File: src/rtl/tdrs_pkg.sv
`default_nettype none
// ----------------------------------------------------------------------------
// tdrs_pkg
// Shared types, widths and constants for the tank drive ramp shaper.
// ----------------------------------------------------------------------------
package tdrs_pkg;

  localparam int STICK_W  = 16;
  localparam int TRAVEL_W = 32;
  localparam int TGT_W    = STICK_W + 1;   // negated stick, holds +32768
  localparam int CFG_W    = 15;
  localparam int SLOPE_W  = 16;
  localparam int RAMP_W   = 16;
  localparam int MAG_W    = 15;
  localparam int PROD_W   = MAG_W + SLOPE_W;
  localparam int BASEA_W  = CFG_W + SLOPE_W;
  localparam int BASEB_W  = 33;
  localparam int BASE_W   = 34;
  localparam int Y_W      = 36;
  localparam int CURVE_W  = 25;
  localparam int DIFF_W   = TRAVEL_W + 1;
  localparam int CPROD_W  = DIFF_W + 16;
  localparam int CORR_W   = 28;
  localparam int DRIVE_W  = 16;

  localparam int RAMP_LIMIT  = 20480;
  localparam int DRIVE_LIMIT = 16384;
  localparam int CORR_LIMIT  = 1 << 26;

  localparam int FIFO_DEPTH = 8;

  localparam int CFG_AW     = 5;
  localparam int CFG_DATA_W = 32;

  localparam logic [CFG_W-1:0]   MATCH_TOL_RST  = 15'd4096;
  localparam logic [CFG_W-1:0]   RAMP_STEP_RST  = 15'd328;
  localparam logic [CFG_W-1:0]   FOLLOW_GAIN_RST = 15'd328;
  localparam logic [CFG_W-1:0]   KNEE_LOW_RST   = 15'd819;
  localparam logic [CFG_W-1:0]   KNEE_HIGH_RST  = 15'd15729;
  localparam logic [SLOPE_W-1:0] SLOPE_LOW_RST  = 16'd28672;
  localparam logic [SLOPE_W-1:0] SLOPE_MID_RST  = 16'd1575;
  localparam logic [SLOPE_W-1:0] SLOPE_HIGH_RST = 16'd30720;

  typedef enum logic [2:0] {
    REG_MATCH_TOL   = 3'd0,
    REG_RAMP_STEP   = 3'd1,
    REG_FOLLOW_GAIN = 3'd2,
    REG_KNEE_LOW    = 3'd3,
    REG_KNEE_HIGH   = 3'd4,
    REG_SLOPE_LOW   = 3'd5,
    REG_SLOPE_MID   = 3'd6,
    REG_SLOPE_HIGH  = 3'd7
  } cfg_idx_t;

  typedef struct packed {
    logic [CFG_W-1:0]          knee_low;
    logic [CFG_W-1:0]          knee_high;
    logic [SLOPE_W-1:0]        slope_low;
    logic [SLOPE_W-1:0]        slope_mid;
    logic [SLOPE_W-1:0]        slope_high;
    logic [BASEA_W-1:0]        base_a;   // knee_low * slope_low
    logic signed [BASEB_W-1:0] base_b;   // (knee_high - knee_low) * slope_mid
  } curve_cfg_t;

  typedef struct packed {
    logic acc;
    logic stop;
    logic apply;
    logic lpos;
  } fe_ctl_t;

  typedef struct packed {
    logic signed [DRIVE_W-1:0] left;
    logic signed [DRIVE_W-1:0] right;
  } drive_pair_t;

endpackage
`default_nettype wire

File: src/rtl/tdrs_cfg.sv
`default_nettype none
// ----------------------------------------------------------------------------
// tdrs_cfg
// APB register file; also registers the curve segment offsets.
// ----------------------------------------------------------------------------
module tdrs_cfg (
  input  logic                                clk,
  input  logic                                rst_n,
  input  logic                                psel,
  input  logic                                penable,
  input  logic                                pwrite,
  input  logic [tdrs_pkg::CFG_AW-1:0]         paddr,
  input  logic [tdrs_pkg::CFG_DATA_W-1:0]     pwdata,
  output logic [tdrs_pkg::CFG_DATA_W-1:0]     prdata,
  output logic                                pready,
  output logic [tdrs_pkg::CFG_W-1:0]          match_tolerance,
  output logic [tdrs_pkg::CFG_W-1:0]          ramp_step,
  output logic [tdrs_pkg::CFG_W-1:0]          follow_gain,
  output tdrs_pkg::curve_cfg_t                curve
);

  logic [tdrs_pkg::CFG_W-1:0]   match_tolerance_r;
  logic [tdrs_pkg::CFG_W-1:0]   ramp_step_r;
  logic [tdrs_pkg::CFG_W-1:0]   follow_gain_r;
  logic [tdrs_pkg::CFG_W-1:0]   knee_low_r;
  logic [tdrs_pkg::CFG_W-1:0]   knee_high_r;
  logic [tdrs_pkg::SLOPE_W-1:0] slope_low_r;
  logic [tdrs_pkg::SLOPE_W-1:0] slope_mid_r;
  logic [tdrs_pkg::SLOPE_W-1:0] slope_high_r;

  logic [tdrs_pkg::BASEA_W-1:0]        base_a_r;
  logic signed [tdrs_pkg::BASEB_W-1:0] base_b_r;
  logic signed [tdrs_pkg::SLOPE_W-1:0] knee_span;
  logic signed [tdrs_pkg::SLOPE_W:0]   slope_mid_s;

  tdrs_pkg::cfg_idx_t idx;
  logic               wr_en;

  assign idx    = tdrs_pkg::cfg_idx_t'(paddr[tdrs_pkg::CFG_AW-1:2]);
  assign wr_en  = psel & penable & pwrite;
  assign pready = 1'b1;

  always_ff @(posedge clk) begin
    if (!rst_n) begin
      match_tolerance_r <= tdrs_pkg::MATCH_TOL_RST;
      ramp_step_r       <= tdrs_pkg::RAMP_STEP_RST;
      follow_gain_r     <= tdrs_pkg::FOLLOW_GAIN_RST;
      knee_low_r        <= tdrs_pkg::KNEE_LOW_RST;
      knee_high_r       <= tdrs_pkg::KNEE_HIGH_RST;
      slope_low_r       <= tdrs_pkg::SLOPE_LOW_RST;
      slope_mid_r       <= tdrs_pkg::SLOPE_MID_RST;
      slope_high_r      <= tdrs_pkg::SLOPE_HIGH_RST;
    end else if (wr_en) begin
      unique case (idx)
        tdrs_pkg::REG_MATCH_TOL:   match_tolerance_r <= pwdata[tdrs_pkg::CFG_W-1:0];
        tdrs_pkg::REG_RAMP_STEP:   ramp_step_r       <= pwdata[tdrs_pkg::CFG_W-1:0];
        tdrs_pkg::REG_FOLLOW_GAIN: follow_gain_r     <= pwdata[tdrs_pkg::CFG_W-1:0];
        tdrs_pkg::REG_KNEE_LOW:    knee_low_r        <= pwdata[tdrs_pkg::CFG_W-1:0];
        tdrs_pkg::REG_KNEE_HIGH:   knee_high_r       <= pwdata[tdrs_pkg::CFG_W-1:0];
        tdrs_pkg::REG_SLOPE_LOW:   slope_low_r       <= pwdata[tdrs_pkg::SLOPE_W-1:0];
        tdrs_pkg::REG_SLOPE_MID:   slope_mid_r       <= pwdata[tdrs_pkg::SLOPE_W-1:0];
        tdrs_pkg::REG_SLOPE_HIGH:  slope_high_r      <= pwdata[tdrs_pkg::SLOPE_W-1:0];
        default: ;
      endcase
    end
  end

  always_comb begin
    prdata = '0;
    unique case (idx)
      tdrs_pkg::REG_MATCH_TOL:   prdata = {17'd0, match_tolerance_r};
      tdrs_pkg::REG_RAMP_STEP:   prdata = {17'd0, ramp_step_r};
      tdrs_pkg::REG_FOLLOW_GAIN: prdata = {17'd0, follow_gain_r};
      tdrs_pkg::REG_KNEE_LOW:    prdata = {17'd0, knee_low_r};
      tdrs_pkg::REG_KNEE_HIGH:   prdata = {17'd0, knee_high_r};
      tdrs_pkg::REG_SLOPE_LOW:   prdata = {16'd0, slope_low_r};
      tdrs_pkg::REG_SLOPE_MID:   prdata = {16'd0, slope_mid_r};
      tdrs_pkg::REG_SLOPE_HIGH:  prdata = {16'd0, slope_high_r};
      default:                   prdata = '0;
    endcase
  end

  // segment offsets, registered from the knee and slope registers
  assign knee_span   = $signed({1'b0, knee_high_r}) - $signed({1'b0, knee_low_r});
  assign slope_mid_s = $signed({1'b0, slope_mid_r});

  always_ff @(posedge clk) begin
    base_a_r <= knee_low_r * slope_low_r;
    base_b_r <= knee_span * slope_mid_s;
  end

  assign match_tolerance  = match_tolerance_r;
  assign ramp_step        = ramp_step_r;
  assign follow_gain      = follow_gain_r;
  assign curve.knee_low   = knee_low_r;
  assign curve.knee_high  = knee_high_r;
  assign curve.slope_low  = slope_low_r;
  assign curve.slope_mid  = slope_mid_r;
  assign curve.slope_high = slope_high_r;
  assign curve.base_a     = base_a_r;
  assign curve.base_b     = base_b_r;

endmodule
`default_nettype wire

File: config.mk
export PLATFORM = sky130hd
export DESIGN_NAME = tdrs_cfg
export DESIGN_NICKNAME = d
export VERILOG_FILES = /design/src/rtl/tdrs_pkg.sv /design/src/rtl/tdrs_cfg.sv
export SDC_FILE = /design/constraint.sdc
export NUM_CORES = 1
export LEC_CHECK = 0
export ABC_AREA = 1
export BUFFER_PORTS_ARGS = -buffer_cell sky130_fd_sc_hd__buf_2
export CORE_AREA = 2 2 321 323
export DETAILED_ROUTE_END_ITERATION = 16
export DIE_AREA = 0 0 323 325
export GPL_TIMING_DRIVEN = 1
export MAX_ROUTING_LAYER = met4
export PLACE_DENSITY = 0.38
export SYNTH_ARGS = -nofsm -noshare
export SYNTH_HDL_FRONTEND = slang
export SYNTH_SLANG_ARGS = --single-unit
File: constraint.sdc
create_clock -name clk -period 6.84 [get_ports clk]
set_clock_uncertainty 0.05 [all_clocks]
set_input_delay 1.026 -clock clk [delete_from_list [all_inputs] [get_ports clk]]
set_output_delay 1.026 -clock clk [all_outputs]
set_load 0.05 [all_outputs]
* Word-level counts from Yosys, hierarchy flattened *
Cells that the tools add are included.

storage, ports and cells
  bits in registers = 187
  input bits = 42
  output and inout bits = 220
  logic and storage cells = 32

operators by class
  add/sub/neg operators = 1
  multipliers = 2
  eq/ne operators = 7
  multiplexer cells = 1
  bitwise operators = 2
  reductions and logical operators = 9

operator list
  operator                                                               count
  32-bit one-hot mux with 8 select lines                                 1
  16-bit by 17-bit multiplier with 33-bit output                         1
  15-bit by 16-bit multiplier with 31-bit output                         1
  2-bit AND reduction                                                    8
  15-bit by 15-bit subtractor with 16-bit output                         1
  3-bit equality test, second input constant                             4
  3-bit by 2-bit equality test with 1-bit output, second input constant  2
  3-bit by 1-bit equality test with 1-bit output, second input constant  1
  3-bit zero test                                                        1
  1-bit AND                                                              2

* Logic depth before layout (Yosys ltp) *
  word-level depth = 3
  depth in mapped cells = 36
  gate-level depth less buffers = 34

* Worst setup path before layout *
OpenSTA, ideal clock, no wires.

  path type = reg2reg
  from = reg knee_low_r[5] (netlist name)
  to = reg base_b_r[31] (netlist name)
  setup time = 0.112 ns
  arrival = 6.445 ns
  data required time = 6.678 ns
  slack = 0.233 ns
  cell stages (with the launch flop) = 31
  path buffers = 3
  period minus slack after synthesis = 6.607 ns
  cell sequence = dfxtp_1 clkbuf_1 inv_1 ha_1 a21oi_1 o21bai_1 a21oi_1 or2_1 buf_2 buf_2 nand3_1 fa_1 inv_1 fa_1 inv_1 fa_1 inv_1 fa_1 fa_1 inv_1 fa_1 inv_1 ha_1 nand2_1 inv_1 a21oi_1 nand3_1 nand2_1 nand2_1 nand2_1 nand2_1

between the ends
  longest elaborated chain between the ends = 2

RTL lines
  item                                            line            source
  from (decl)                                     tdrs_cfg.sv:25  logic [tdrs_pkg::CFG_W-1:0] knee_low_r;
  from (signal assigned)                          tdrs_cfg.sv:48  knee_low_r <= tdrs_pkg::KNEE_LOW_RST;
  from (signal assigned)                          tdrs_cfg.sv:58  tdrs_pkg::REG_KNEE_LOW: knee_low_r <= pwdata[tdrs_pkg::CFG_W-1:0];
  15-bit by 15-bit subtractor with 16-bit output  tdrs_cfg.sv:84  assign knee_span = $signed({1'b0, knee_high_r}) - $signed({1'b0, knee_low_r});
  16-bit by 17-bit multiplier with 33-bit output  tdrs_cfg.sv:89  base_b_r <= knee_span * slope_mid_s;
  to (signal assigned)                            tdrs_cfg.sv:89
  to (decl)                                       tdrs_cfg.sv:32  logic signed [tdrs_pkg::BASEB_W-1:0] base_b_r;

Every way passes these cells.
A chain may end at the register's enable or synchronous reset.

* Final worst setup path *
  from = reg knee_low_r[3] (netlist name)
  to = reg base_b_r[29] (netlist name)

The elaborated chain is that of the path after synthesis.

==> summary.md <==
| Metric | Value |
|---|---|
| RSZ-0062 raised after global routing | false |
| Max rail drop VDD | about 260 µV |
| CP required | between 7 and 8 ns |
| Final setup viols | 0 |
| Global route overflow | 0 |
| CP peak stage delay | ~0.51 ns |
| Vias in the first global route | approximately 22000 |
| Met3 WL | 5310 µm |
| GPL Wtd Cong | ~0.9 |
| Simple-gate share of the synthesized area | 22.4% |
| Die area | 105000 µm² |
| Fmax | between 0.15 and 0.2 GHz |
| First DRT Iteration DRCs | 1107 |
| Compound-cell area share of the yosys netlist | 5.49% |
| Adder-cell share of the synthesized area | approximately two fifths |
| Ys Warns | 0 |
| Main combinational cell family by area after synthesis | adder cells |
| Detailed placement HPWL | 80100 µm |
| Cells after Synth | ~3400 |
| Nets | 4269 |
| Final Hold Fails | 0 |
| Worst Setup End Kind | register |
| Initial antenna violation count | 10 |
| Die height | 325 µm |
| Final Routed Wirelength | 95800 µm |
| HP Class | register to register |
| Average instance area after synthesis | 7.36 µm² |
| Maxcap violations | 0 |
| Root buffer cell | clkbuf_16 |
| Routed WL per cell | 19.1 µm |
| Mux cell area share after synthesis | 0% |
| Critical Path AT | just under 7 ns |
| Sink Count | between 150 and 200 |
| Top cell by count, worst path | nand2_1 |
| Seq pwr share | 18.3% |
| Critical path class | register to register |
| Comb power frac | roughly 65% |
| Post-route DRC | 0 |
| Core area | between 100000 and 150000 µm² |
| Register bit total from synthesis | 187 |
| Slowest-stage cell, CP | fa_1 |
| Xor/xnor share of the synthesized area | 1.55% |
| TritonRoute pass-1 iters | 7 |
| Pin count of the biggest net entering global routing | 95 |
| Status | finished clean |
| Ys async rst share | 0% |
| Worst hold slack | 0.439 ns |
| Top FF cell, synth | dfxtp_1 |
| Wire length on met2 | between 40000 and 50000 µm |
| DR vias | 21500 |
| Port Buffers | 226 |
| CTS tree | built |
| Psw | 3.72 mW |
| Register area share after synthesis | 14.9% |
| Syn-to-layout area delta | 15.0% |
| CTS H-tree depth | 4 |
| Minimum clock period | roughly 6.5 ns |
| IO Pins | 262 |
| Setup TNS | 0 ns |
| Critical path launch point type | register |
| Clock transition at path regs | ~0.10 ns |
| Switching share of power | 53.0% |
| PnR worst setup slack | ~0.34 ns |
| Clock Latency Late Sink | roughly 0.53 ns |
| M1 WL | 43800 µm |
| Top layer in use | met4 |
| Slew Limit Fails | 0 |
| Bufs on Longest Clock Path | 2 |
| Clock share of power | about 17% |
| Overall Global Routing Usage | 19.1% |
| First-pass GRT wire length | 145000 µm |
| Row count | 117 |
| Pre-CTS setup slack | 0.163 ns |
| Final period util | 95.0% |
| Power per Cell Area | 242 nW/µm² |
| Worst slew pin tran | 0.985 ns |
| Vias per cell | 4.30 |
| CP Max Fanout | 9 |
| Post-synth EDFFs | 0 |
| Yosys cell types | 41 |
| Layout cells sized above 1 | 11.8% |
| Initial Util | around 25% |
| TritonCTS buffer count | 17 |
| Post-DRT Antenna Nets | 0 |
| Internal power | 3.29 mW |
| Leakage | 15.9 nW |
| Worst slew margin | approximately a third |
| Cell area after synthesis | 25200 µm² |
| Die width | 323 µm |
==> final cells by class <==
class                      instances  area [µm²]
antenna                            5        12.5
clock inverter                    15         225
fill                           11400       72300
sequential                       187        3740
multi-input combinational       2322       18000
timing repair buffer             325        1910
tap                             1368        1710
clock buffer                      17         425
inverter                         767        2890
==> metrics by stage <==
stage                     util, %  total power [mW]  cells  cell area (µm²)
after floorplan                 -              4.36   3436            25200
after global placement       27.8              5.72   4968            28100
after detailed placement     27.8              5.68   4968            28100
after CTS                    28.4              6.91   5000            28800
after global routing         28.6              7.70   5005            29000
final                        28.6              7.02   5006            29000
==> cell usage after synthesis (18+ instances only) <==
cell / count / area (µm²)
nand3_1: 159 / 796
ha_1: 232 / 2900
inv_1: 750 / 2820
nand2_1: 830 / 3120
o21ai_0: 102 / 510
clkbuf_1: 113 / 424
nor2_1: 352 / 1320
a21oi_1: 101 / 505
buf_4: 18 / 135
dfxtp_1: 187 / 3740
fa_1: 375 / 7510
buf_2: 19 / 95.1
xor2_1: 31 / 272
==> what timing repair did <==
action / 4_1_cts / 5_1_grt
gates resized for setup: 0 / 40
hold buffers: 0 / 0
endpoints found under the setup margin: 0 / 18
setup buffers: 0 / 1
==> worst paths after layout <==
check                startpoint           end  slack (ns)  depth (start not counted)
hold reg to reg    ramp_step[6]  ramp_step[6]        0.44                          2
setup reg to reg  knee_low_r[3]  base_b_r[29]        0.34                         29
setup / recovery  knee_low_r[3]  base_b_r[29]        0.34                         29
hold / removal     ramp_step[6]  ramp_step[6]        0.44                          2
==> layer usage <==
layer / vias up / GRT usage, %
met5: - / -
met4: 0 / 3.95
met3: 62 / 4.44
met2: 409 / 31.0
met1: 10500 / 24.2
li1: 10500 / -
==> flip-flops by register name, summed over array words and instances, names as in the netlist <==
| name | cells |
|---|---|
| ramp_step | 15 |
| slope_mid_r | 16 |
| knee_high_r | 15 |
| follow_gain | 15 |
| base_a_r | 31 |
| slope_low_r | 16 |
| base_b_r | 33 |
| knee_low_r | 15 |
| slope_high_r | 16 |
| match_tolerance | 15 |
==> cell families (layout without fill, tap and decap cells) <==
kind of cell,after synthesis,in the layout
compound gates,255,255
buf+inv,927,1124
fa+ha+maj,607,607
xor+xnor,41,41
other cells,2,22
simple gates,1402,1402
flops,187,187
==> critical path: cells and delay by family, from the launching register on <==
family          cells  cell delay [ns]
flops               1             0.33
simple gates       11             1.23
xor+xnor            1             0.20
compound gates      1             0.24
fa+ha+maj           8             3.60
buf+inv             8             0.70
==> layout by cell type (no fill, tap or decap), types with 5 or more instances in the layout <==
master       n
nor2_1     349
nand4_1     12
clkbuf_16   17
nand2_1    826
o22ai_1     12
dfxtp_1    186
xnor2_1      6
clkinv_8     5
nor2_2       7
xor2_1      31
fa_1       374
nand2_2     10
o211ai_1     9
diode_2      5
buf_4       97
conb_1      17
buf_2      225
clkinv_1     6
a21oi_1     97
nand3_2     11
nor3_2       6
nand3_1    156
ha_2         6
inv_2        9
ha_1       223
o21ai_0    101
inv_1      749
a211oi_1    15
o21bai_1    10
nor3_1       9
==> power by group through the flow <==
stage	Sequential [mW]	Combinational, mW	Clock (mW)
3_3_place_gp	1.31	4.40	0
4_1_cts	1.29	4.40	1.22
6_report	1.28	4.55	1.18
5_1_grt	1.30	5.14	1.26
3_5_place_dp	1.31	4.37	0
2_1_floorplan	1.71	2.64	0
(Power assumes the default switching activity.)
