--- src/rtl/tdrs_pkg.sv ---
`default_nettype none
// ----------------------------------------------------------------------------
// tdrs_pkg
// Shared types, widths and constants for the tank drive ramp shaper.
// ----------------------------------------------------------------------------
package tdrs_pkg;

  localparam int STICK_W  = 16;
  localparam int TRAVEL_W = 32;
  localparam int TGT_W    = STICK_W + 1;   // negated stick, holds +32768
  localparam int CFG_W    = 15;
  localparam int SLOPE_W  = 16;
  localparam int RAMP_W   = 16;
  localparam int MAG_W    = 15;
  localparam int PROD_W   = MAG_W + SLOPE_W;
  localparam int BASEA_W  = CFG_W + SLOPE_W;
  localparam int BASEB_W  = 33;
  localparam int BASE_W   = 34;
  localparam int Y_W      = 36;
  localparam int CURVE_W  = 25;
  localparam int DIFF_W   = TRAVEL_W + 1;
  localparam int CPROD_W  = DIFF_W + 16;
  localparam int CORR_W   = 28;
  localparam int DRIVE_W  = 16;

  localparam int RAMP_LIMIT  = 20480;
  localparam int DRIVE_LIMIT = 16384;
  localparam int CORR_LIMIT  = 1 << 26;

  localparam int FIFO_DEPTH = 8;

  localparam int CFG_AW     = 5;
  localparam int CFG_DATA_W = 32;

  localparam logic [CFG_W-1:0]   MATCH_TOL_RST  = 15'd4096;
  localparam logic [CFG_W-1:0]   RAMP_STEP_RST  = 15'd328;
  localparam logic [CFG_W-1:0]   FOLLOW_GAIN_RST = 15'd328;
  localparam logic [CFG_W-1:0]   KNEE_LOW_RST   = 15'd819;
  localparam logic [CFG_W-1:0]   KNEE_HIGH_RST  = 15'd15729;
  localparam logic [SLOPE_W-1:0] SLOPE_LOW_RST  = 16'd28672;
  localparam logic [SLOPE_W-1:0] SLOPE_MID_RST  = 16'd1575;
  localparam logic [SLOPE_W-1:0] SLOPE_HIGH_RST = 16'd30720;

  typedef enum logic [2:0] {
    REG_MATCH_TOL   = 3'd0,
    REG_RAMP_STEP   = 3'd1,
    REG_FOLLOW_GAIN = 3'd2,
    REG_KNEE_LOW    = 3'd3,
    REG_KNEE_HIGH   = 3'd4,
    REG_SLOPE_LOW   = 3'd5,
    REG_SLOPE_MID   = 3'd6,
    REG_SLOPE_HIGH  = 3'd7
  } cfg_idx_t;

  typedef struct packed {
    logic [CFG_W-1:0]          knee_low;
    logic [CFG_W-1:0]          knee_high;
    logic [SLOPE_W-1:0]        slope_low;
    logic [SLOPE_W-1:0]        slope_mid;
    logic [SLOPE_W-1:0]        slope_high;
    logic [BASEA_W-1:0]        base_a;   // knee_low * slope_low
    logic signed [BASEB_W-1:0] base_b;   // (knee_high - knee_low) * slope_mid
  } curve_cfg_t;

  typedef struct packed {
    logic acc;
    logic stop;
    logic apply;
    logic lpos;
  } fe_ctl_t;

  typedef struct packed {
    logic signed [DRIVE_W-1:0] left;
    logic signed [DRIVE_W-1:0] right;
  } drive_pair_t;

endpackage
`default_nettype wire

--- src/rtl/tdrs_ifs.sv ---
`default_nettype none


interface tdrs_out_if;
  logic                                 valid;
  logic                                 ready;
  logic signed [tdrs_pkg::DRIVE_W-1:0]  left_drive;
  logic signed [tdrs_pkg::DRIVE_W-1:0]  right_drive;

  modport source (output valid, left_drive, right_drive, input ready);
  modport sink (input valid, left_drive, right_drive, output ready);
endinterface
`default_nettype wire

--- src/rtl/tdrs_merge.sv ---
`default_nettype none
// ----------------------------------------------------------------------------
// tdrs_merge
// Travel correction, output saturation, result queue and input credit.
// ----------------------------------------------------------------------------
module tdrs_merge #(
  parameter int unsigned FIFO_DEPTH = tdrs_pkg::FIFO_DEPTH
) (
  input  logic                                  clk,
  input  logic                                  rst_n,
  input  tdrs_pkg::fe_ctl_t                     ctl,
  input  logic signed [tdrs_pkg::TRAVEL_W-1:0]  left_travel,
  input  logic signed [tdrs_pkg::TRAVEL_W-1:0]  right_travel,
  input  logic [tdrs_pkg::CFG_W-1:0]            follow_gain,
  input  logic signed [tdrs_pkg::CURVE_W-1:0]   left_curve,
  input  logic signed [tdrs_pkg::CURVE_W-1:0]   right_curve,
  output logic                                  in_ready,
  tdrs_out_if.source                            out_ch
);

  localparam int AW   = (FIFO_DEPTH > 1) ? $clog2(FIFO_DEPTH) : 1;
  localparam int CNTW = $clog2(FIFO_DEPTH + 1);
  localparam logic [AW-1:0]   LAST_PTR = AW'(FIFO_DEPTH - 1);
  localparam logic [CNTW-1:0] DEPTH_C  = CNTW'(FIFO_DEPTH);
  localparam int SUM_W = tdrs_pkg::CORR_W + 1;
  localparam logic signed [tdrs_pkg::CPROD_W-1:0] PMAX =
    tdrs_pkg::CPROD_W'(tdrs_pkg::CORR_LIMIT);
  localparam logic signed [tdrs_pkg::CPROD_W-1:0] PMIN = -PMAX;
  localparam logic signed [SUM_W-1:0] DMAX = SUM_W'(tdrs_pkg::DRIVE_LIMIT);
  localparam logic signed [SUM_W-1:0] DMIN = -DMAX;

  logic                                     v1_r, v2_r, v3_r, v4_r;
  logic signed [tdrs_pkg::DIFF_W-1:0]       d1_r;
  logic                                     apply1_r, lpos1_r, stop1_r;
  logic signed [tdrs_pkg::CPROD_W-1:0]      p2_r;
  logic                                     apply2_r, lsel2_r, stop2_r;
  logic signed [tdrs_pkg::CORR_W-1:0]       pc3_r, pc4_r;
  logic                                     apply3_r, lsel3_r, stop3_r;
  logic                                     apply4_r, lsel4_r, stop4_r;
  logic signed [tdrs_pkg::CORR_W-1:0]       pc_nxt;
  logic signed [tdrs_pkg::SLOPE_W-1:0]      gain_s;
  logic                                     dpos, dneg;

  logic signed [SUM_W-1:0]                  lcurve_x, rcurve_x, pc_x;
  logic signed [SUM_W-1:0]                  lsum, rsum;
  tdrs_pkg::drive_pair_t                    item;

  tdrs_pkg::drive_pair_t                    mem [FIFO_DEPTH];
  logic [AW-1:0]                            wr_ptr_r, rd_ptr_r;
  logic [CNTW-1:0]                          fcnt_r, fcnt_nxt;
  logic [CNTW-1:0]                          ocnt_r, ocnt_nxt;
  logic                                     ready_r;
  logic                                     push, pop;
  logic                                     load_head, mem_rd, mem_wr;
  logic                                     head_vld_r;
  tdrs_pkg::drive_pair_t                    head_r;

  // valid chain
  always_ff @(posedge clk) begin
    if (!rst_n) begin
      v1_r <= 1'b0;
      v2_r <= 1'b0;
      v3_r <= 1'b0;
      v4_r <= 1'b0;
    end else begin
      v1_r <= ctl.acc;
      v2_r <= v1_r;
      v3_r <= v2_r;
      v4_r <= v3_r;
    end
  end

  // travel difference
  always_ff @(posedge clk) begin
    d1_r     <= $signed({left_travel[tdrs_pkg::TRAVEL_W-1], left_travel}) -
                $signed({right_travel[tdrs_pkg::TRAVEL_W-1], right_travel});
    apply1_r <= ctl.apply;
    lpos1_r  <= ctl.lpos;
    stop1_r  <= ctl.stop;
  end

  // correction product; side picked by stick sign and travel sign
  assign gain_s = $signed({1'b0, follow_gain});
  assign dneg   = d1_r[tdrs_pkg::DIFF_W-1];
  assign dpos   = !dneg && (d1_r != '0);

  always_ff @(posedge clk) begin
    p2_r     <= d1_r * gain_s;
    apply2_r <= apply1_r;
    lsel2_r  <= lpos1_r ? dpos : dneg;
    stop2_r  <= stop1_r;
  end

  // clamp far beyond the drive range so the final add stays narrow
  always_comb begin
    if (p2_r > PMAX) begin
      pc_nxt = PMAX[tdrs_pkg::CORR_W-1:0];
    end else if (p2_r < PMIN) begin
      pc_nxt = PMIN[tdrs_pkg::CORR_W-1:0];
    end else begin
      pc_nxt = p2_r[tdrs_pkg::CORR_W-1:0];
    end
  end

  always_ff @(posedge clk) begin
    pc3_r    <= pc_nxt;
    apply3_r <= apply2_r;
    lsel3_r  <= lsel2_r;
    stop3_r  <= stop2_r;
    pc4_r    <= pc3_r;
    apply4_r <= apply3_r;
    lsel4_r  <= lsel3_r;
    stop4_r  <= stop3_r;
  end

  // apply, saturate, and zero on stop
  assign lcurve_x = $signed({{4{left_curve[tdrs_pkg::CURVE_W-1]}}, left_curve});
  assign rcurve_x = $signed({{4{right_curve[tdrs_pkg::CURVE_W-1]}}, right_curve});
  assign pc_x     = $signed({pc4_r[tdrs_pkg::CORR_W-1], pc4_r});

  always_comb begin
    lsum = (apply4_r && lsel4_r)  ? lcurve_x - pc_x : lcurve_x;
    rsum = (apply4_r && !lsel4_r) ? rcurve_x + pc_x : rcurve_x;

    if (lsum > DMAX) begin
      item.left = DMAX[tdrs_pkg::DRIVE_W-1:0];
    end else if (lsum < DMIN) begin
      item.left = DMIN[tdrs_pkg::DRIVE_W-1:0];
    end else begin
      item.left = lsum[tdrs_pkg::DRIVE_W-1:0];
    end

    if (rsum > DMAX) begin
      item.right = DMAX[tdrs_pkg::DRIVE_W-1:0];
    end else if (rsum < DMIN) begin
      item.right = DMIN[tdrs_pkg::DRIVE_W-1:0];
    end else begin
      item.right = rsum[tdrs_pkg::DRIVE_W-1:0];
    end

    if (stop4_r) begin
      item = '0;
    end
  end

  // result queue: head register in front of the array, empty array bypassed
  assign push      = v4_r;
  assign pop       = head_vld_r & out_ch.ready;
  assign load_head = !head_vld_r | pop;
  assign mem_rd    = load_head & (fcnt_r != '0);
  assign mem_wr    = push & !(load_head & (fcnt_r == '0));

  always_ff @(posedge clk) begin
    if (mem_wr) begin
      mem[wr_ptr_r] <= item;
    end
  end

  always_ff @(posedge clk) begin
    if (mem_rd) begin
      head_r <= mem[rd_ptr_r];
    end else if (load_head && push) begin
      head_r <= item;
    end
  end

  assign fcnt_nxt = fcnt_r + CNTW'(mem_wr) - CNTW'(mem_rd);
  assign ocnt_nxt = ocnt_r + CNTW'(ctl.acc) - CNTW'(pop);

  always_ff @(posedge clk) begin
    if (!rst_n) begin
      wr_ptr_r   <= '0;
      rd_ptr_r   <= '0;
      fcnt_r     <= '0;
      ocnt_r     <= '0;
      ready_r    <= 1'b0;
      head_vld_r <= 1'b0;
    end else begin
      if (mem_wr) begin
        wr_ptr_r <= (wr_ptr_r == LAST_PTR) ? '0 : wr_ptr_r + 1'b1;
      end
      if (mem_rd) begin
        rd_ptr_r <= (rd_ptr_r == LAST_PTR) ? '0 : rd_ptr_r + 1'b1;
      end
      if (load_head) begin
        head_vld_r <= mem_rd | push;
      end
      fcnt_r  <= fcnt_nxt;
      ocnt_r  <= ocnt_nxt;
      ready_r <= ocnt_nxt < DEPTH_C;
    end
  end

  assign in_ready           = ready_r;
  assign out_ch.valid       = head_vld_r;
  assign out_ch.left_drive  = head_r.left;
  assign out_ch.right_drive = head_r.right;

endmodule
`default_nettype wire

--- src/flat_wrapper.sv ---
// flat-port wrapper written by rule: the top's interface ports become plain ports
module tdrs_merge_flat 
#(
  parameter int unsigned FIFO_DEPTH = tdrs_pkg::FIFO_DEPTH
)
  (clk, rst_n, ctl, left_travel, right_travel, follow_gain, left_curve, right_curve, in_ready, out_ch_valid, out_ch_left_drive, out_ch_right_drive, out_ch_ready);
  tdrs_out_if out_ch_i ();
  input  logic clk;
  input  logic rst_n;
  input  tdrs_pkg::fe_ctl_t ctl;
  input  logic signed [tdrs_pkg::TRAVEL_W-1:0] left_travel;
  input  logic signed [tdrs_pkg::TRAVEL_W-1:0] right_travel;
  input  logic [tdrs_pkg::CFG_W-1:0] follow_gain;
  input  logic signed [tdrs_pkg::CURVE_W-1:0] left_curve;
  input  logic signed [tdrs_pkg::CURVE_W-1:0] right_curve;
  output logic in_ready;
  output wire logic [$bits(out_ch_i.valid)-1:0] out_ch_valid;
  output wire logic [$bits(out_ch_i.left_drive)-1:0] out_ch_left_drive;
  output wire logic [$bits(out_ch_i.right_drive)-1:0] out_ch_right_drive;
  input wire logic [$bits(out_ch_i.ready)-1:0] out_ch_ready;
  assign out_ch_valid = out_ch_i.valid;
  assign out_ch_left_drive = out_ch_i.left_drive;
  assign out_ch_right_drive = out_ch_i.right_drive;
  assign out_ch_i.ready = out_ch_ready;
  tdrs_merge #(.FIFO_DEPTH(FIFO_DEPTH)) u_core (.clk(clk), .rst_n(rst_n), .ctl(ctl), .left_travel(left_travel), .right_travel(right_travel), .follow_gain(follow_gain), .left_curve(left_curve), .right_curve(right_curve), .in_ready(in_ready), .out_ch(out_ch_i));
endmodule
--- config.mk ---
export PLATFORM = sky130hd
export DESIGN_NAME = tdrs_merge_flat
export DESIGN_NICKNAME = d
export VERILOG_FILES = /design/src/rtl/tdrs_pkg.sv /design/src/rtl/tdrs_ifs.sv /design/src/rtl/tdrs_merge.sv /design/src/flat_wrapper.sv
export SDC_FILE = /design/constraint.sdc
export NUM_CORES = 2
export LEC_CHECK = 0
export BUFFER_PORTS_ARGS = -buffer_cell sky130_fd_sc_hd__buf_2
export CORE_ASPECT_RATIO = 1.5
export CORE_MARGIN = 2
export CORE_UTILIZATION = 40
export CTS_BUF_LIST = sky130_fd_sc_hd__clkbuf_4
export DETAILED_ROUTE_END_ITERATION = 10
export GPL_ROUTABILITY_DRIVEN = 0
export PLACE_DENSITY = 0.67
export SYNTH_ARGS = -nofsm -noshare
export SYNTH_HDL_FRONTEND = slang
export SYNTH_SLANG_ARGS = --single-unit
--- constraint.sdc ---
create_clock -name clk -period 7.3 [get_ports clk]
set_input_delay 1.095 -clock clk [delete_from_list [all_inputs] [get_ports clk]]
set_output_delay 1.095 -clock clk [all_outputs]
set_load 0.02 [all_outputs]
* Word-level counts from Yosys, hierarchy flattened
Memories as Yosys holds them, arrays and structs flattened. A register that Yosys moved wholly into a read port is not among the register bits. Cells that the tools add are included.
Storage, ports and cells: register bits 202, memory bits (writable) 256, memories 1, word-level logic and storage cells 85
Memories:
- u_core.mem | depth 8, width 32, read ports 1, clocked after Yosys merged registers in 1, write ports 1, line tdrs_merge.sv:48 | tdrs_pkg::drive_pair_t mem [FIFO_DEPTH];
Operators by class: order comparisons 7, multiplexer cells 17, add/subtract/negate cells 9, reduce and logical (&&, ||, !) cells 13, equal/unequal tests 2, multiply operators 1, bitwise operators 6
Operators with widths (count):
- $mux 32 | 3
- $mux 16 | 4
- $gt 29x16->1 const B | 2
- $lt 29x15->1 const B | 2
- $mux 29 | 2
- $gt 49x28->1 const B | 1
- $lt 49x27->1 const B | 1
- $mul 33x16->49 | 1
- $reduce_bool 33->1 | 1
- $sub 32x32->33 | 1
- $add 25x28->29 | 1
- $sub 25x28->29 | 1
- $mux 28 | 1
- $mux 3 | 4
- $add 4x1->4 | 2
- $sub 4x1->4 | 2
- $add 3x1->3 const B | 2
- $eq 3x3->1 const B | 2
- $and 1x1->1 | 4
- $logic_and 1x1->1 | 4
- $logic_not 1->1 | 4
- $logic_not 4->1 | 1
- $lt 4x4->1 const B | 1
- $reduce_bool 4->1 | 1
- 4 further kinds | 7

* Longest topological paths before layout
depth in word-level cells 9, mapped depth 26, mapped depth without buffers 25

* Least setup slack after synthesis
No wires, ideal clock.
kind in2reg, from input follow_gain[1] in the netlist's numbering, to register u_core.p2_r[48] in the netlist's numbering, library setup time 0.072 ns, cell stages on the path 23, path slack 0.319 ns, data required time 7.228 ns, arrival time 6.909 ns, cells stage by stage clkbuf_1 > nand2_1 > inv_1 > fa_1 > fa_1 > fa_1 > fa_1 > fa_1 > inv_1 > fa_1 > inv_1 > ha_1 > a21o_1 > a21oi_1 > o211ai_1 > a21o_1 > a21o_1 > a21oi_1 > nor2b_1 > a311oi_1 > o21bai_1 > a21oi_1 > xnor2_1
Between the ends: word-level cells in the longest chain between the ends 1
RTL lines:
- from (decl) | line flat_wrapper.sv:13 | input logic [tdrs_pkg::CFG_W-1:0] follow_gain;
- $mul 33x16->49 | line tdrs_merge.sv:88 | p2_r <= d1_r * gain_s;
- to (signal assigned) | line tdrs_merge.sv:88
- to (decl) | line tdrs_merge.sv:35 | logic signed [tdrs_pkg::CPROD_W-1:0] p2_r;
No other way between the ends. A chain may end at the register's enable or synchronous reset.

* Final worst setup path
from register u_core.d1_r[7] in the netlist's numbering, to register u_core.p2_r[48] in the netlist's numbering
Between the ends: word-level cells in the longest chain between the ends 1
RTL lines:
- from (decl) | line tdrs_merge.sv:33 | logic signed [tdrs_pkg::DIFF_W-1:0] d1_r;
- from (signal assigned) | line tdrs_merge.sv:75 | d1_r <= $signed({left_travel[tdrs_pkg::TRAVEL_W-1], left_travel}) -
- $mul 33x16->49 | line tdrs_merge.sv:88
No other way between the ends.

==> impl_metrics.tcl <==
set metrics [dict create \
    slowest_delay_ps 610 \
    layout_commonest_cell "inv_1" \
    final_antenna_net_count 0 \
    place_area_sq_mm 0.0417 \
    cts-root-buf "clkbuf_4" \
    min_from "ctl[1]" \
    ios 170 \
    cts_resized 0 \
    die_x_um 257 \
    std_cell_rows 139 \
    setup_viol 0 \
    grtUsageTotal_pct 20.5 \
    synthFlopType "edfxtp_1" \
    max_clock_freq_ghz 0.145 \
    nets 4786 \
    wl_per_cell_um 18.5 \
    cts_tree "done" \
    syn_inst 3651 \
    avgSynthCellArea_sq_um 10.5 \
    syn_nets 4476 \
    synthTopCellsByArea "fa_1 (25%), edfxtp_1 (22%), dfxtp_1 (9.0%)" \
    htreeDepth 3 \
    utilization_pct 45.3 \
    finalHoldViolCount 0 \
    relSlewSlack_pct 25.0 \
    cts_sinks 461 \
    die_area_sq_mm 0.0987 \
    crit_path_max_fanout 8 \
    netlist_area_sq_mm 0.0384 \
    grt_max_degree 53 \
    core_area_sq_mm 0.0955 \
    synth_cell_types 81 \
    antenna_found_initial 5 \
    cpMaxStageDelayCell "dfxtp_1" \
    crit_path_end_kind "flip-flop" \
    cp-start-kind "flip-flop" \
    area_growth_pct 12.5 \
    wirelength_mm 98.2 \
    die_h_um 384 \
    dp_hpwl_mm 78.3 \
    hold_path.class "in2reg" \
    path_class "reg2reg" \
    async_flop_share_pct 0 \
    ctsHoldBuffers 0 \
    clock_latency_ps 970 \
    cts_buffers 107 \
    r2r-start "u_core.d1_r[7]" \
    design_area_sq_mm 0.0433 \
    drc_errors 0 \
    setup_ws_ps 387 \
    min_period_ps 6910 \
    dpl.cell_count 5121 \
    status "finished clean" \
    critical_path.top_delay_family "adder cells" \
    skew_ps 76.3 \
    path_buf_inv 5 \
    clockBufferDepth 3 \
    start_util_pct 40.3 \
    grt.overflow.total 0 \
    final.fill_count 8981 \
    grt_pass1_vias 30398 \
    yosysWarnings 0 \
    final_cells 5321 \
    vias 27716 \
    grt_first_pass_wirelength_mm 157 \
    fin_crit_sh_pct 94.7 \
    port_buffers 169 \
    place_ws_ps -316 \
    layout-drive-gt1-share_pct 15.9 \
    critPathRequiredTime_ps 8080 \
    synth_edf_count 288 \
    drt_iter0_drc 1630 \
    yosysTopAreaCell "fa_1" \
    crit_chain "buf_4 > nand2_1 > fa_1 > fa_1 > fa_1 > inv_1 > ha_1 > fa_1 > inv_1 > fa_1 > inv_1 > ha_1 > a211oi_1 > o21ai_0 > a221oi_1 > o22ai_1 > a32o_1 > a21oi_1 > a211oi_1 > buf_4 > a311oi_1 > o21bai_1 > a21oi_1 > xnor2_1" \
    netlist.area_leader.share_pct 24.6 \
    worst_pin_slew_ps 1130 \
    synth_seq_cells 461 \
    via_per_inst 5.21 \
    cp.arrival_ps 7690 \
    rsz0062_at_grt "false" \
    cpMostUsedCell "fa_1" \
    synth-seq-area-share_pct 31.5 \
    crit_start "u_core.d1_r[7]" \
    max_cap_viol_count 0 \
    drv_slew 0 \
    clkTransAtPathRegs_ps 70 \
    layout_common_cells "inv_1 (603), fa_1 (472), nand2_1 (432), edfxtp_1 (288), and2_1 (247)" \
    post-cts-setup-buffers 0 \
    firstDrtPassIters 6 \
]
-- state kept, by name, summed over array words and instances, names as in the netlist, 3 cells and up, named ones only --
name / count
u_core.d1_r: 33
u_core.fcnt_r: 4
u_core.mem: 256
u_core.ocnt_r: 4
u_core.out_ch.left_drive: 16
u_core.out_ch.right_drive: 16
u_core.p2_r: 49
u_core.pc3_r: 28
u_core.pc4_r: 28
u_core.rd_ptr_r: 3
u_core.wr_ptr_r: 3
-- worst paths after layout --
check | end | slack [ps] | depth (start not counted)
worst max-delay path | u_core.p2_r[48] | 390 | 24
worst min register to register | u_core.lsel4_r | 310 | 0
worst min-delay path | u_core.apply1_r | 240 | 1
worst max register to register | u_core.p2_r[48] | 390 | 24
-- kinds of logic after synthesis --
logic type | synth area share (%)
adder cells (fa/ha/maj) | 31.6
flip-flops | 31.5
AND/OR/NAND/NOR | 13.3
AO/OA/AOI/OAI | 8.46
XOR/XNOR | 2.51
buffers and inverters | 7.26
multiplexers | 5.29
-- through the flow --
step / setup TNS, ps / hold WS [ps]
floorplan: 0 / 310
global placement: -464 / 310
detailed placement: -847 / 312
global route: 0 / 146
CTS: 0 / 121
finish: 0 / 236
-- metal layers --
metal  up-vias  wire, um  global-route usage [%]
met5         -         0                       0
met4         0      8250                    15.4
met1     13707     33500                    20.4
li1      12760         -                       -
met2       877     52200                    38.6
met3       372      4340                    2.71
-- synth_stat cells, drive strengths merged (8+ instances only) --
library cell and count:
a2111oi 11, o21a 28, nor2b 16, nor3 58, nand4 27, a21oi 136
o211ai 8, a211oi 30, nand2b 20, edfxtp 288, fa 472, xnor2 77
and2 247, and3 16, a21o 59, o31ai 31, clkbuf 123, a31oi 10
nor2 142, dfxtp 173, xor2 33, mux4 64, o21ai 79, mux2i 30
mux2 26, nand3 35, nor4 25, nand2 432, inv 603, buf 13
ha 217, o21bai 16
-- area by class of cell --
class,count,area (sq um),area share [%]
antenna,6,15.0,0.0347
multi-input combinational,2451,23600,54.6
tap,1269,1590,3.67
clock inverter,48,415,0.960
sequential,461,12100,28.0
clock buffer,146,1100,2.53
inverter,603,2260,5.23
timing repair buffer,337,2160,4.99
Power is left out: the tool's default activity adds up to more than one toggle a clock period on the data nets, which glitch-free logic cannot reach.
