--- config.mk ---
export PLATFORM = sky130hd
export DESIGN_NAME = tdrs_lane
export DESIGN_NICKNAME = d
export VERILOG_FILES = /design/src/rtl/tdrs_pkg.sv /design/src/rtl/tdrs_lane.sv
export SDC_FILE = /design/constraint.sdc
export NUM_CORES = 1
export LEC_CHECK = 0
export ABC_AREA = 1
export BUFFER_PORTS_ARGS = -buffer_cell sky130_fd_sc_hd__buf_2
export CAP_MARGIN = 20
export CORE_MARGIN = 10
export CORE_UTILIZATION = 55
export CTS_CLUSTER_SIZE = 16
export DETAILED_ROUTE_END_ITERATION = 12
export PLACE_DENSITY_LB_ADDON = 0.08
export SETUP_SLACK_MARGIN = 0.4
export SLEW_MARGIN = 20
export SYNTH_ARGS = -nofsm -noshare
export SYNTH_HDL_FRONTEND = slang
export SYNTH_SLANG_ARGS = --single-unit
--- constraint.sdc ---
create_clock -name clk -period 7.88 [get_ports clk]
set_clock_uncertainty 0.05 [all_clocks]
set_input_delay 0 -clock clk [delete_from_list [all_inputs] [get_ports clk]]
set_output_delay 0 -clock clk [all_outputs]
set_load 0.05 [all_outputs]
--- src/rtl/tdrs_pkg.sv ---
`default_nettype none
// ----------------------------------------------------------------------------
// tdrs_pkg
// Shared types, widths and constants for the tank drive ramp shaper.
// ----------------------------------------------------------------------------
package tdrs_pkg;

  localparam int STICK_W  = 16;
  localparam int TRAVEL_W = 32;
  localparam int TGT_W    = STICK_W + 1;   // negated stick, holds +32768
  localparam int CFG_W    = 15;
  localparam int SLOPE_W  = 16;
  localparam int RAMP_W   = 16;
  localparam int MAG_W    = 15;
  localparam int PROD_W   = MAG_W + SLOPE_W;
  localparam int BASEA_W  = CFG_W + SLOPE_W;
  localparam int BASEB_W  = 33;
  localparam int BASE_W   = 34;
  localparam int Y_W      = 36;
  localparam int CURVE_W  = 25;
  localparam int DIFF_W   = TRAVEL_W + 1;
  localparam int CPROD_W  = DIFF_W + 16;
  localparam int CORR_W   = 28;
  localparam int DRIVE_W  = 16;

  localparam int RAMP_LIMIT  = 20480;
  localparam int DRIVE_LIMIT = 16384;
  localparam int CORR_LIMIT  = 1 << 26;

  localparam int FIFO_DEPTH = 8;

  localparam int CFG_AW     = 5;
  localparam int CFG_DATA_W = 32;

  localparam logic [CFG_W-1:0]   MATCH_TOL_RST  = 15'd4096;
  localparam logic [CFG_W-1:0]   RAMP_STEP_RST  = 15'd328;
  localparam logic [CFG_W-1:0]   FOLLOW_GAIN_RST = 15'd328;
  localparam logic [CFG_W-1:0]   KNEE_LOW_RST   = 15'd819;
  localparam logic [CFG_W-1:0]   KNEE_HIGH_RST  = 15'd15729;
  localparam logic [SLOPE_W-1:0] SLOPE_LOW_RST  = 16'd28672;
  localparam logic [SLOPE_W-1:0] SLOPE_MID_RST  = 16'd1575;
  localparam logic [SLOPE_W-1:0] SLOPE_HIGH_RST = 16'd30720;

  typedef enum logic [2:0] {
    REG_MATCH_TOL   = 3'd0,
    REG_RAMP_STEP   = 3'd1,
    REG_FOLLOW_GAIN = 3'd2,
    REG_KNEE_LOW    = 3'd3,
    REG_KNEE_HIGH   = 3'd4,
    REG_SLOPE_LOW   = 3'd5,
    REG_SLOPE_MID   = 3'd6,
    REG_SLOPE_HIGH  = 3'd7
  } cfg_idx_t;

  typedef struct packed {
    logic [CFG_W-1:0]          knee_low;
    logic [CFG_W-1:0]          knee_high;
    logic [SLOPE_W-1:0]        slope_low;
    logic [SLOPE_W-1:0]        slope_mid;
    logic [SLOPE_W-1:0]        slope_high;
    logic [BASEA_W-1:0]        base_a;   // knee_low * slope_low
    logic signed [BASEB_W-1:0] base_b;   // (knee_high - knee_low) * slope_mid
  } curve_cfg_t;

  typedef struct packed {
    logic acc;
    logic stop;
    logic apply;
    logic lpos;
  } fe_ctl_t;

  typedef struct packed {
    logic signed [DRIVE_W-1:0] left;
    logic signed [DRIVE_W-1:0] right;
  } drive_pair_t;

endpackage
`default_nettype wire

--- src/rtl/tdrs_lane.sv ---
`default_nettype none
// ----------------------------------------------------------------------------
// tdrs_lane
// One drive side: ramp register, then a four-stage piecewise curve.
// ----------------------------------------------------------------------------
module tdrs_lane (
  input  logic                                  clk,
  input  logic                                  rst_n,
  input  tdrs_pkg::fe_ctl_t                     ctl,
  input  logic signed [tdrs_pkg::TGT_W-1:0]     target,
  input  logic [tdrs_pkg::CFG_W-1:0]            ramp_step,
  input  tdrs_pkg::curve_cfg_t                  cc,
  output logic signed [tdrs_pkg::CURVE_W-1:0]   drive
);

  localparam int RX_W = tdrs_pkg::TGT_W + 1;
  localparam logic signed [RX_W-1:0] RMAX = RX_W'(tdrs_pkg::RAMP_LIMIT);
  localparam logic signed [RX_W-1:0] RMIN = -RMAX;

  logic signed [tdrs_pkg::RAMP_W-1:0]  ramp_r;
  logic signed [tdrs_pkg::RAMP_W-1:0]  ramp_nxt;
  logic signed [tdrs_pkg::RAMP_W-1:0]  ramp_sat;
  logic signed [RX_W-1:0]              tgt_x;
  logic signed [RX_W-1:0]              ramp_x;
  logic signed [RX_W-1:0]              step_x;
  logic signed [RX_W-1:0]              stepped;

  logic signed [tdrs_pkg::RAMP_W-1:0]  x1_r;
  logic [tdrs_pkg::RAMP_W-1:0]         mag_full;
  logic [tdrs_pkg::MAG_W-1:0]          mag;
  logic                                seg_lo;
  logic                                seg_mid;
  logic [tdrs_pkg::MAG_W-1:0]          delta;
  logic [tdrs_pkg::SLOPE_W-1:0]        slope;
  logic signed [tdrs_pkg::BASE_W-1:0]  base_ab;
  logic signed [tdrs_pkg::BASE_W-1:0]  base;

  logic [tdrs_pkg::PROD_W-1:0]         prod2_r;
  logic signed [tdrs_pkg::BASE_W-1:0]  base2_r;
  logic                                neg2_r;
  logic                                zero2_r;

  logic signed [tdrs_pkg::Y_W-1:0]     y3_r;
  logic                                neg3_r;
  logic                                zero3_r;
  logic signed [tdrs_pkg::Y_W-1:0]     rnd;
  logic signed [tdrs_pkg::Y_W-1:0]     ysum;
  logic signed [tdrs_pkg::CURVE_W-1:0] rx;
  logic signed [tdrs_pkg::CURVE_W-1:0] drive_nxt;
  logic signed [tdrs_pkg::CURVE_W-1:0] drive_r;

  // ramp step, saturate, stop
  assign tgt_x  = $signed({target[tdrs_pkg::TGT_W-1], target});
  assign ramp_x = $signed({{2{ramp_r[tdrs_pkg::RAMP_W-1]}}, ramp_r});
  assign step_x = $signed({3'd0, ramp_step});

  always_comb begin
    stepped = (tgt_x > ramp_x) ? ramp_x + step_x : ramp_x - step_x;
    if (stepped > RMAX) begin
      ramp_sat = RMAX[tdrs_pkg::RAMP_W-1:0];
    end else if (stepped < RMIN) begin
      ramp_sat = RMIN[tdrs_pkg::RAMP_W-1:0];
    end else begin
      ramp_sat = stepped[tdrs_pkg::RAMP_W-1:0];
    end
    ramp_nxt = ctl.stop ? '0 : ramp_sat;
  end

  always_ff @(posedge clk) begin
    if (!rst_n) begin
      ramp_r <= '0;
    end else if (ctl.acc) begin
      ramp_r <= ramp_nxt;
    end
  end

  always_ff @(posedge clk) begin
    x1_r <= ramp_nxt;
  end

  // segment select and multiply
  assign mag_full = x1_r[tdrs_pkg::RAMP_W-1] ? -x1_r : x1_r;
  assign mag      = mag_full[tdrs_pkg::MAG_W-1:0];
  assign seg_lo   = mag < cc.knee_low;
  assign seg_mid  = mag < cc.knee_high;
  assign base_ab  = $signed({3'd0, cc.base_a}) +
                    $signed({cc.base_b[tdrs_pkg::BASEB_W-1], cc.base_b});

  always_comb begin
    if (seg_lo) begin
      delta = mag;
      slope = cc.slope_low;
      base  = '0;
    end else if (seg_mid) begin
      delta = mag - cc.knee_low;
      slope = cc.slope_mid;
      base  = $signed({3'd0, cc.base_a});
    end else begin
      delta = mag - cc.knee_high;
      slope = cc.slope_high;
      base  = base_ab;
    end
  end

  always_ff @(posedge clk) begin
    prod2_r <= delta * slope;
    base2_r <= base;
    neg2_r  <= x1_r[tdrs_pkg::RAMP_W-1];
    zero2_r <= (x1_r == '0);
  end

  // accumulate
  always_ff @(posedge clk) begin
    y3_r    <= $signed({5'd0, prod2_r}) + $signed({{2{base2_r[tdrs_pkg::BASE_W-1]}}, base2_r});
    neg3_r  <= neg2_r;
    zero3_r <= zero2_r;
  end

  // round half away from zero to Q2.14, then take the ramp sign
  assign rnd  = y3_r[tdrs_pkg::Y_W-1] ? tdrs_pkg::Y_W'(2047) : tdrs_pkg::Y_W'(2048);
  assign ysum = y3_r + rnd;
  assign rx   = $signed({ysum[tdrs_pkg::Y_W-1], ysum[tdrs_pkg::Y_W-1:12]});

  always_comb begin
    if (zero3_r) begin
      drive_nxt = '0;
    end else if (neg3_r) begin
      drive_nxt = -rx;
    end else begin
      drive_nxt = rx;
    end
  end

  always_ff @(posedge clk) begin
    drive_r <= drive_nxt;
  end

  assign drive = drive_r;

endmodule
`default_nettype wire

Word-level counts from Yosys, hierarchy flattened
Cells that the tools add are included.
{"block": "classes", "mul": 1, "muxes": 12, "n_reduce_logical": 2, "add_sub_neg": 9, "n_lt_le_gt_ge": 5}
{"cell": "$mux W16", "n": 5}
{"cell": "$mux W15", "n": 3}
{"cell": "$add A35 B13 Y36", "n": 1}
{"cell": "$add A32 B34 Y35", "n": 1}
{"cell": "$add A32 B33 Y34", "n": 1}
{"cell": "$mul A15 B16 Y31", "n": 1}
{"cell": "$mux W31", "n": 1}
{"cell": "$lt A15 B15 Y1", "n": 2}
{"cell": "$sub A15 B15 Y15", "n": 2}
{"cell": "$mux W25", "n": 1}
{"cell": "$neg A24 Y25", "n": 1}
{"cell": "$gt A18 B16 Y1 const B", "n": 1}
{"cell": "$lt A18 B16 Y1 const B", "n": 1}
{"cell": "$mux W18", "n": 1}
{"cell": "$add A16 B16 Y17", "n": 1}
{"cell": "$gt A17 B16 Y1", "n": 1}
{"cell": "$sub A16 B16 Y17", "n": 1}
{"cell": "$logic_not A16 Y1", "n": 1}
{"cell": "$neg A15 Y15", "n": 1}
{"cell": "$mux W12", "n": 1}
{"cell": "$reduce_or A2 Y1", "n": 1}
{"block": "totals", "inputBits": 180, "regBits": 161, "word_cells": 40, "output_inout_bits": 25}

Logic depth before layout (Yosys ltp)
Gate-level depths: netlist (run 1).
{"block": "logic_depth", "word_depth": 6, "ltp_mapped": 48, "mapped_depth_nobuf": 46}

Least setup slack after synthesis (run 1)
OpenSTA, ideal clock, no wires.
{"block": "synth_path", "kind": "register to register", "startpoint": "reg x1_r[0] (netlist name)", "endpoint": "reg prod2_r[21] (netlist name)", "path_buffers": 3, "setup_ps": 120, "t_arrival_ps": 8056, "t_required_ps": 7710, "path_stages_with_launch": 44, "period_less_slack_ps": 8226, "setup_slack_ps": -346, "path_cell_list": "dfxtp_1 -> inv_1 -> ha_1 -> inv_1 -> nor2_1 -> nand2_1 -> nor3_2 -> nand3_1 -> nor3_2 -> nand4_1 -> nand2_1 -> xor2_1 -> inv_1 -> ha_1 -> nand2_1 -> nor2_1 -> a2111oi_4 -> nand2_2 -> [8 not listed] -> inv_1 -> fa_1 -> inv_1 -> fa_1 -> inv_1 -> fa_1 -> inv_1 -> fa_1 -> inv_1 -> fa_1 -> inv_1 -> ha_1 -> nand2_1 -> o31ai_1 -> a31oi_1 -> o21ai_0 -> a21oi_1 -> xnor2_1"}
{"block": "synth_via", "elab_chain_len": 6, "word_cells_on_any_way": 11, "cone_classes": "add/sub (3); mul (1); order compare (2); mux (5)"}
{"item": "start, declared", "line": "tdrs_lane.sv:28", "text": "logic signed [tdrs_pkg::RAMP_W-1:0] x1_r;"}
{"item": "start signal, assigned", "line": "tdrs_lane.sv:78", "text": "x1_r <= ramp_nxt;"}
{"item": "$neg A15 Y15", "line": "tdrs_lane.sv:82", "text": "assign mag_full = x1_r[tdrs_pkg::RAMP_W-1] ? -x1_r : x1_r;"}
{"item": "$mux W15 *", "line": "tdrs_lane.sv:82"}
{"item": "$sub A15 B15 Y15 (tied with other cells)", "line": "tdrs_lane.sv:99", "text": "delta = mag - cc.knee_high;"}
{"item": "$mux W15 / $mux W16 (equally long branches)", "line": "tdrs_lane.sv:94", "text": "end else if (seg_mid) begin"}
{"item": "$mux W15 / $mux W16 (equally long branches)", "line": "tdrs_lane.sv:90", "text": "if (seg_lo) begin"}
{"item": "$mul A15 B16 Y31 *", "line": "tdrs_lane.sv:106", "text": "prod2_r <= delta * slope;"}
{"item": "end signal, assigned", "line": "tdrs_lane.sv:106"}
{"item": "end, declared", "line": "tdrs_lane.sv:38", "text": "logic [tdrs_pkg::PROD_W-1:0] prod2_r;"}
Every way passes the cells marked *; elsewhere a longest branch is shown, timed or not.
A chain may end at the register's enable or synchronous reset.

Final worst setup path (run 1)
{"block": "layout_path", "startpoint": "reg x1_r[1] (netlist name)", "endpoint": "reg prod2_r[27] (netlist name)"}
The elaborated chain is that of the path after synthesis.

==> results of run 1 <==
-- flip-flops by register name (all words and copies together) (netlist names) --
signal   flops
y3_r        35
neg2_r       1
drive       25
ramp_r      16
zero2_r      1
zero3_r      1
prod2_r     31
x1_r        16
base2_r     34
neg3_r       1
-- per-stage QoR --
| stage | worst slack, ns | utilization, % | TNS (ns) |
|---|---|---|---|
| after detailed placement | -0.9305 | 65.77 | -11.41 |
| after global routing | -0.7180 | 73.39 | -11.01 |
| after floorplan | 0.02643 | - | 0 |
| final | -0.4375 | 73.39 | -5.764 |
| after CTS | -0.3517 | 70.83 | -3.926 |
| after global placement | -0.8577 | 65.77 | -8.037 |
-- final cells by class --
type,count,area share [%]
Sequential cell,161,11.37
Timing Repair Buffer,594,15.54
Tap cell,518,2.285
Clock inverter,13,0.4500
Inverter,529,7.168
Antenna cell,1,0.008823
Clock buffer,19,1.526
Multi-Input combinational cell,2269,61.65
-- worst register-to-register path, delay by kind of cell, from the launching register on --
family | cells | cell delay, ns
adders and majority gates | 9 | 3.69
and+or+nand+nor | 16 | 1.68
xor gates and xnor gates | 2 | 0.28
AOI/OAI and AO/OA | 7 | 1.14
DFF | 1 | 0.32
buffers and inverters | 12 | 1.07
-- routing by layer --
metal / share of wire, % / global-route usage [%]
met2: 50 / 51.35
met1: 39 / 33.50
met4: 4.2 / 10.95
met5: 0.032 / 0
met3: 6.6 / 5.881
-- cells in the final DEF (no fill, tap or decap), drive strengths merged, types with 3 or more instances in the layout --
master / instances
dfxtp: 161
a21o: 10
xor2: 80
dlygate4sd3: 38
buf: 556
a21boi: 15
or2: 40
clkbuf: 19
o211ai: 25
nand4: 28
o31ai: 4
nor3b: 3
nand3: 173
a31oi: 17
o21a: 13
o221ai: 5
xnor2: 42
nor3: 36
o21ai: 132
clkinvlp: 5
nor2: 341
nand3b: 12
inv: 530
o21bai: 9
nand2: 618
a21oi: 219
clkinv: 6
a2111oi: 3
fa: 185
ha: 234
nor4: 9
-- timing repair --
action | CTS | global route
buffers inserted | 44 | 32
endpoints found under the setup margin | 24 | 24
pin swaps | 60 | 89
endpoints found under the hold margin | 53 | 0
cloned | 1 | 0
resized for setup | 160 | 171
hold buffers | 38 | 0
-- path summary, 6_finish.rpt --
check / slack (ns) / end / start
setup / recovery: -0.44 / prod2_r[27]$_DFF_P_ / x1_r[1]$_DFF_P_
hold reg to reg: 0.28 / neg3_r$_DFF_P_ / neg2_r$_DFF_P_
setup reg to reg: -0.44 / prod2_r[27]$_DFF_P_ / x1_r[1]$_DFF_P_
hold / removal: 0.02 / base2_r[20]$_SDFF_PP0_ / cc[20]
-- cell families (layout without fill, tap and decap cells) --
kind of cell             after synthesis  after routing
AND/OR/NAND/NOR                     1268           1268
buffers and inverters                588           1155
adder cells (fa/ha/maj)              420            420
other                                  0              1
XOR/XNOR                             122            122
flip-flops                           161            161
AO/OA/AOI/OAI                        459            459
==> metrics.txt, run 1 <==
final worst slack -0.4375 ns; initial core utilization 55.74%; crit-path leading delay family adder cells; Placed Instances 3956; die area 0.04748 sq mm; Chip Width 217.9 microns; filler cell count 3080; Tcrit/Tclk final 105.6%; Via-to-Cell Ratio 5.410; Boundary Pins 205; placed cell area 0.02542 sq mm; drt first pass iters 9; storage element area 0.003226 sq mm; Clock transition at path regs 0.07 ns; area delta synth->final 31.66%; CP peak stage delay 0.59 ns; CP Data Required Time 8.21 ns; final hold vios 0; max-slew violations 0; Clock Path Buffers 2; Setup CP Type flip-flop to flip-flop; CP Depth 46; Hold Path Class input port to flip-flop; failing checks setup timing; RSZ-0062 raised after global routing true; Critical Path AT 8.64 ns; 1st-iter DRT viols 1489; worst-path fanout max 15; share of cells above drive strength 1 26.81%; Synth Area in XOR/XNOR 4.995%; mapped cell area 0.02154 sq mm; CTS tree done; endpoints failing setup 19; Final nets 4171; post-route ant nets 0; Worst path slowest cell fa_1; WL/cell 17.43 microns; Compound-Gate Fraction of Synth Area 12.55%; CTS buffer count 17; Total GRT Usage 28.90%; Hold Path Cell Cnt 5; GPL Wtd Cong 0.9831; reg2reg path depth 46; CP most frequent cell inv_2; Synth Register Bits 161; Synth Net Count 3617; Worst Max-Slew Pin Slew 0.8270 ns; final WL 71.55 mm; initial antenna violation count 3; main combinational cell family by area after synthesis adder cells; row cnt 72; Most used DFF post-synth dfxtp_1; top-count cell post-synth nand2_1; max cap viols 0; yosys warns 0; top post-synthesis cells by count nand2_1, inv_1, nor2_1, ha_1, a21oi_1; CTS root buffer clkbuf_16; Buf/Inv on CP 12; ys async rst share 0%; count of different cell masters after synthesis 63; post-synthesis adder-cell area fraction 30.83%; Seq/Total Area, Yosys 14.96%; share of the synthesized area in the top cell type 17.19%; worst hold slack 0.02493 ns; Syn Inst Count 3018; htree depth 4; number of global-route vias before repair 22.39k; vias 22.20k; number of synthesized flops with an enable pin 0; clock sink total 161; Syn Area/Cell 7.138 sq um; area leader, netlist fa_1; simple-gate portion of the synthesized area 25.69%; core area 0.03865 sq mm; CP Launch Type flip-flop; fin cells 4104; port bufs 202; Detail Placement HPWL 58.50 mm; area taken by multi-input logic gates 0.01749 sq mm; Worst-Skew Late Latency 0.44 ns; GRT Residual Overflow 0; fin area 0.02836 sq mm; multiplexer area fraction after synthesis 0%; outcome complete, but fails checks; worst-case headroom to the max-slew limit 44.79%; Tmin final 8.318 ns; first-pass GRT wire length 111.4 mm; CP endpoint kind flip-flop; largest net degree at the start of global routing 38; # DRC 0; Area contributors post-synth fa_1, dfxtp_1, ha_1; die height 217.9 microns; f_max 0.1202 GHz
Power of run 1 is left out: the tool's default activity adds up to more than one toggle a clock period on the data nets, which glitch-free logic cannot reach.
==> run 2, diff against run 1 <==
--- a/config.mk
+++ b/config.mk
@@ -9,7 +9,7 @@
 export BUFFER_PORTS_ARGS = -buffer_cell sky130_fd_sc_hd__buf_2
 export CAP_MARGIN = 20
 export CORE_MARGIN = 10
-export CORE_UTILIZATION = 55
+export CORE_UTILIZATION = 40
 export CTS_CLUSTER_SIZE = 16
 export DETAILED_ROUTE_END_ITERATION = 12
 export PLACE_DENSITY_LB_ADDON = 0.08
==> constraint.sdc (replaced) <==
create_clock -name clk -period 7.88 [get_ports clk]
set_clock_uncertainty 0.05 [all_clocks]
set_input_delay 0.788 -clock clk [delete_from_list [all_inputs] [get_ports clk]]
set_output_delay 0.788 -clock clk [all_outputs]
set_load 0.05 [all_outputs]
==> run 2 against run 1 <==
The flow still finishes with violations (setup timing). Clock-buffer cell count shrank 2. Worst hold slack gained 0.26 ns. Sequential share of layout area rose by 0.21 points. Sequential cell count unchanged. Setup slack lost 0.18 ns. Cell area decreased by 1.9%. Critical path type unchanged.
==> metrics.txt, run 2 (synthesized netlist as in run 1, its figures left out) <==
outcome complete, but fails checks; failing checks setup timing; CP peak stage delay 0.59 ns (about the same); Worst Max-Slew Pin Slew 1.007 ns (+0.1804 ns); WL/cell 16.48 microns (-5.5%); post-route ant nets 0 (unchanged); area delta synth->final 29.22%; htree depth 4 (unchanged); initial core utilization 40.67% (-15 points); CTS root buffer clkbuf_16; max FFs per register 35 (unchanged); final hold vios 0 (unchanged); die height 252.1 microns (+16%); row cnt 84 (+17%); clock sink total 161 (unchanged); Clock Path Buffers 2 (unchanged); max-slew violations 0 (unchanged); Chip Width 252.1 microns (+16%); max cap viols 0 (unchanged); fin area 0.02784 sq mm (-1.9%); GRT Residual Overflow 0 (unchanged); # DRC 0 (unchanged); CTS tree done; CP most frequent cell fa_1; initial antenna violation count 2 (-1); Worst path slowest cell fa_1; CP Data Required Time 8.23 ns (+0.02 ns); Hold Buf Count CTS 0 (-100%); final worst slack -0.6203 ns (-0.1828 ns); share of cells above drive strength 1 25.23% (-1.6 points); TNS Setup -8.395 ns (-2.631 ns); Tmin final 8.500 ns (+0.1828 ns); Critical Path AT 8.85 ns (+0.21 ns); vias 20.98k (-5.5%); first-pass GRT wire length 111.9 mm (+0.49%); Boundary Pins 205 (unchanged); CTS buffer count 17 (unchanged); Tcrit/Tclk final 107.9% (+2.3 points); Setup CP Type flip-flop to flip-flop; GPL Wtd Cong 0.9209 (-6.3%); port bufs 202 (unchanged); post-place setup slack -0.7604 ns (+0.1701 ns); endpoints failing setup 21 (+2); placed cell area 0.02593 sq mm (+2.0%); Via-to-Cell Ratio 4.950 (-8.5%); worst-case headroom to the max-slew limit 32.32% (-12 points); Final nets 4134 (-0.89%); die area 0.06354 sq mm (+34%); core area 0.05297 sq mm (+37%); f_max 0.1176 GHz (-2.2%); largest net degree at the start of global routing 38 (unchanged); Detail Placement HPWL 60.09 mm (+2.7%); worst-path fanout max 13 (-2); CP Launch Type flip-flop; Top reg by flops y3_r; Clock transition at path regs 0.07 ns (about the same); drt first pass iters 6 (-3); commonest non-fill, non-tap cell in the layout nand2_1; Hold Path Class flip-flop to flip-flop; final core utilization 52.55% (-21 points); Largest regs y3_r: 35 flops, base2_r: 34 flops, prod2_r: 31 flops; CP endpoint kind flip-flop; most frequent cells in the layout nand2_1, inv_1, nor2_1; Worst-Skew Late Latency 0.46 ns (+0.02 ns); 1st-iter DRT viols 965 (-35%); final WL 69.85 mm (-2.4%); number of global-route vias before repair 21.96k (-1.9%); Total GRT Usage 21.88% (-7.0 points); RSZ-0062 raised after global routing true
==> run 2: area by class of cell <==
cell class	instances	area [sq um]
timing repair inverter	1	7.507
tap	688	860.8
inverter	529	2028
antenna	2	5.005
fill	5277	25130
timing repair buffer	556	4084
multi-input combinational	2269	17050
sequential	161	3226
clock buffer	17	425.4
clock inverter	15	155.1
==> run 2: what timing repair did <==
action	in CTS	in global routing
gates resized for setup	93	118
cloned	4	1
setup endpoints to repair	24	25
pin swaps	31	82
buffers inserted	12	29
==> run 2: final timing paths <==
| path | depth (start not counted) | slack, ns | to | start |
|---|---|---|---|---|
| worst max-delay path | 39 | -0.62 | prod2_r[23]$_DFF_P_ | x1_r[0]$_DFF_P_ |
| worst min-delay path | 0 | 0.28 | zero3_r$_DFF_P_ | zero2_r$_DFF_P_ |
| worst max register to register | 39 | -0.62 | prod2_r[23]$_DFF_P_ | x1_r[0]$_DFF_P_ |
| worst min register to register | 0 | 0.28 | zero3_r$_DFF_P_ | zero2_r$_DFF_P_ |
==> run 2: per-stage QoR <==
step / hold slack (ns) / cells
finish: 0.2805 / 4238
global route: 0.2821 / 4238
CTS: 0.2806 / 4206
detailed placement: 0.2635 / 4158
global placement: 0.2617 / 4158
floorplan: 0.2596 / 3018
==> run 2: worst max-delay path, delay by kind of cell, from the launching register on <==
kind / cells / cell delay, ns
adders and majority gates: 9 / 3.76
buffers and inverters: 10 / 0.97
AOI/OAI and AO/OA: 5 / 0.96
xor gates and xnor gates: 2 / 0.32
DFF: 1 / 0.33
and+or+nand+nor: 13 / 2.07
==> run 2: routing by layer <==
metal	track usage [%]	wire (microns)	vias to the layer above
li1	-	-	10670
met1	25.61	29780	9844
met2	39.07	34620	368
met3	4.359	3174	91
met4	7.651	2280	0
met5	0	0	-
Power of run 2 is left out for the same reason.
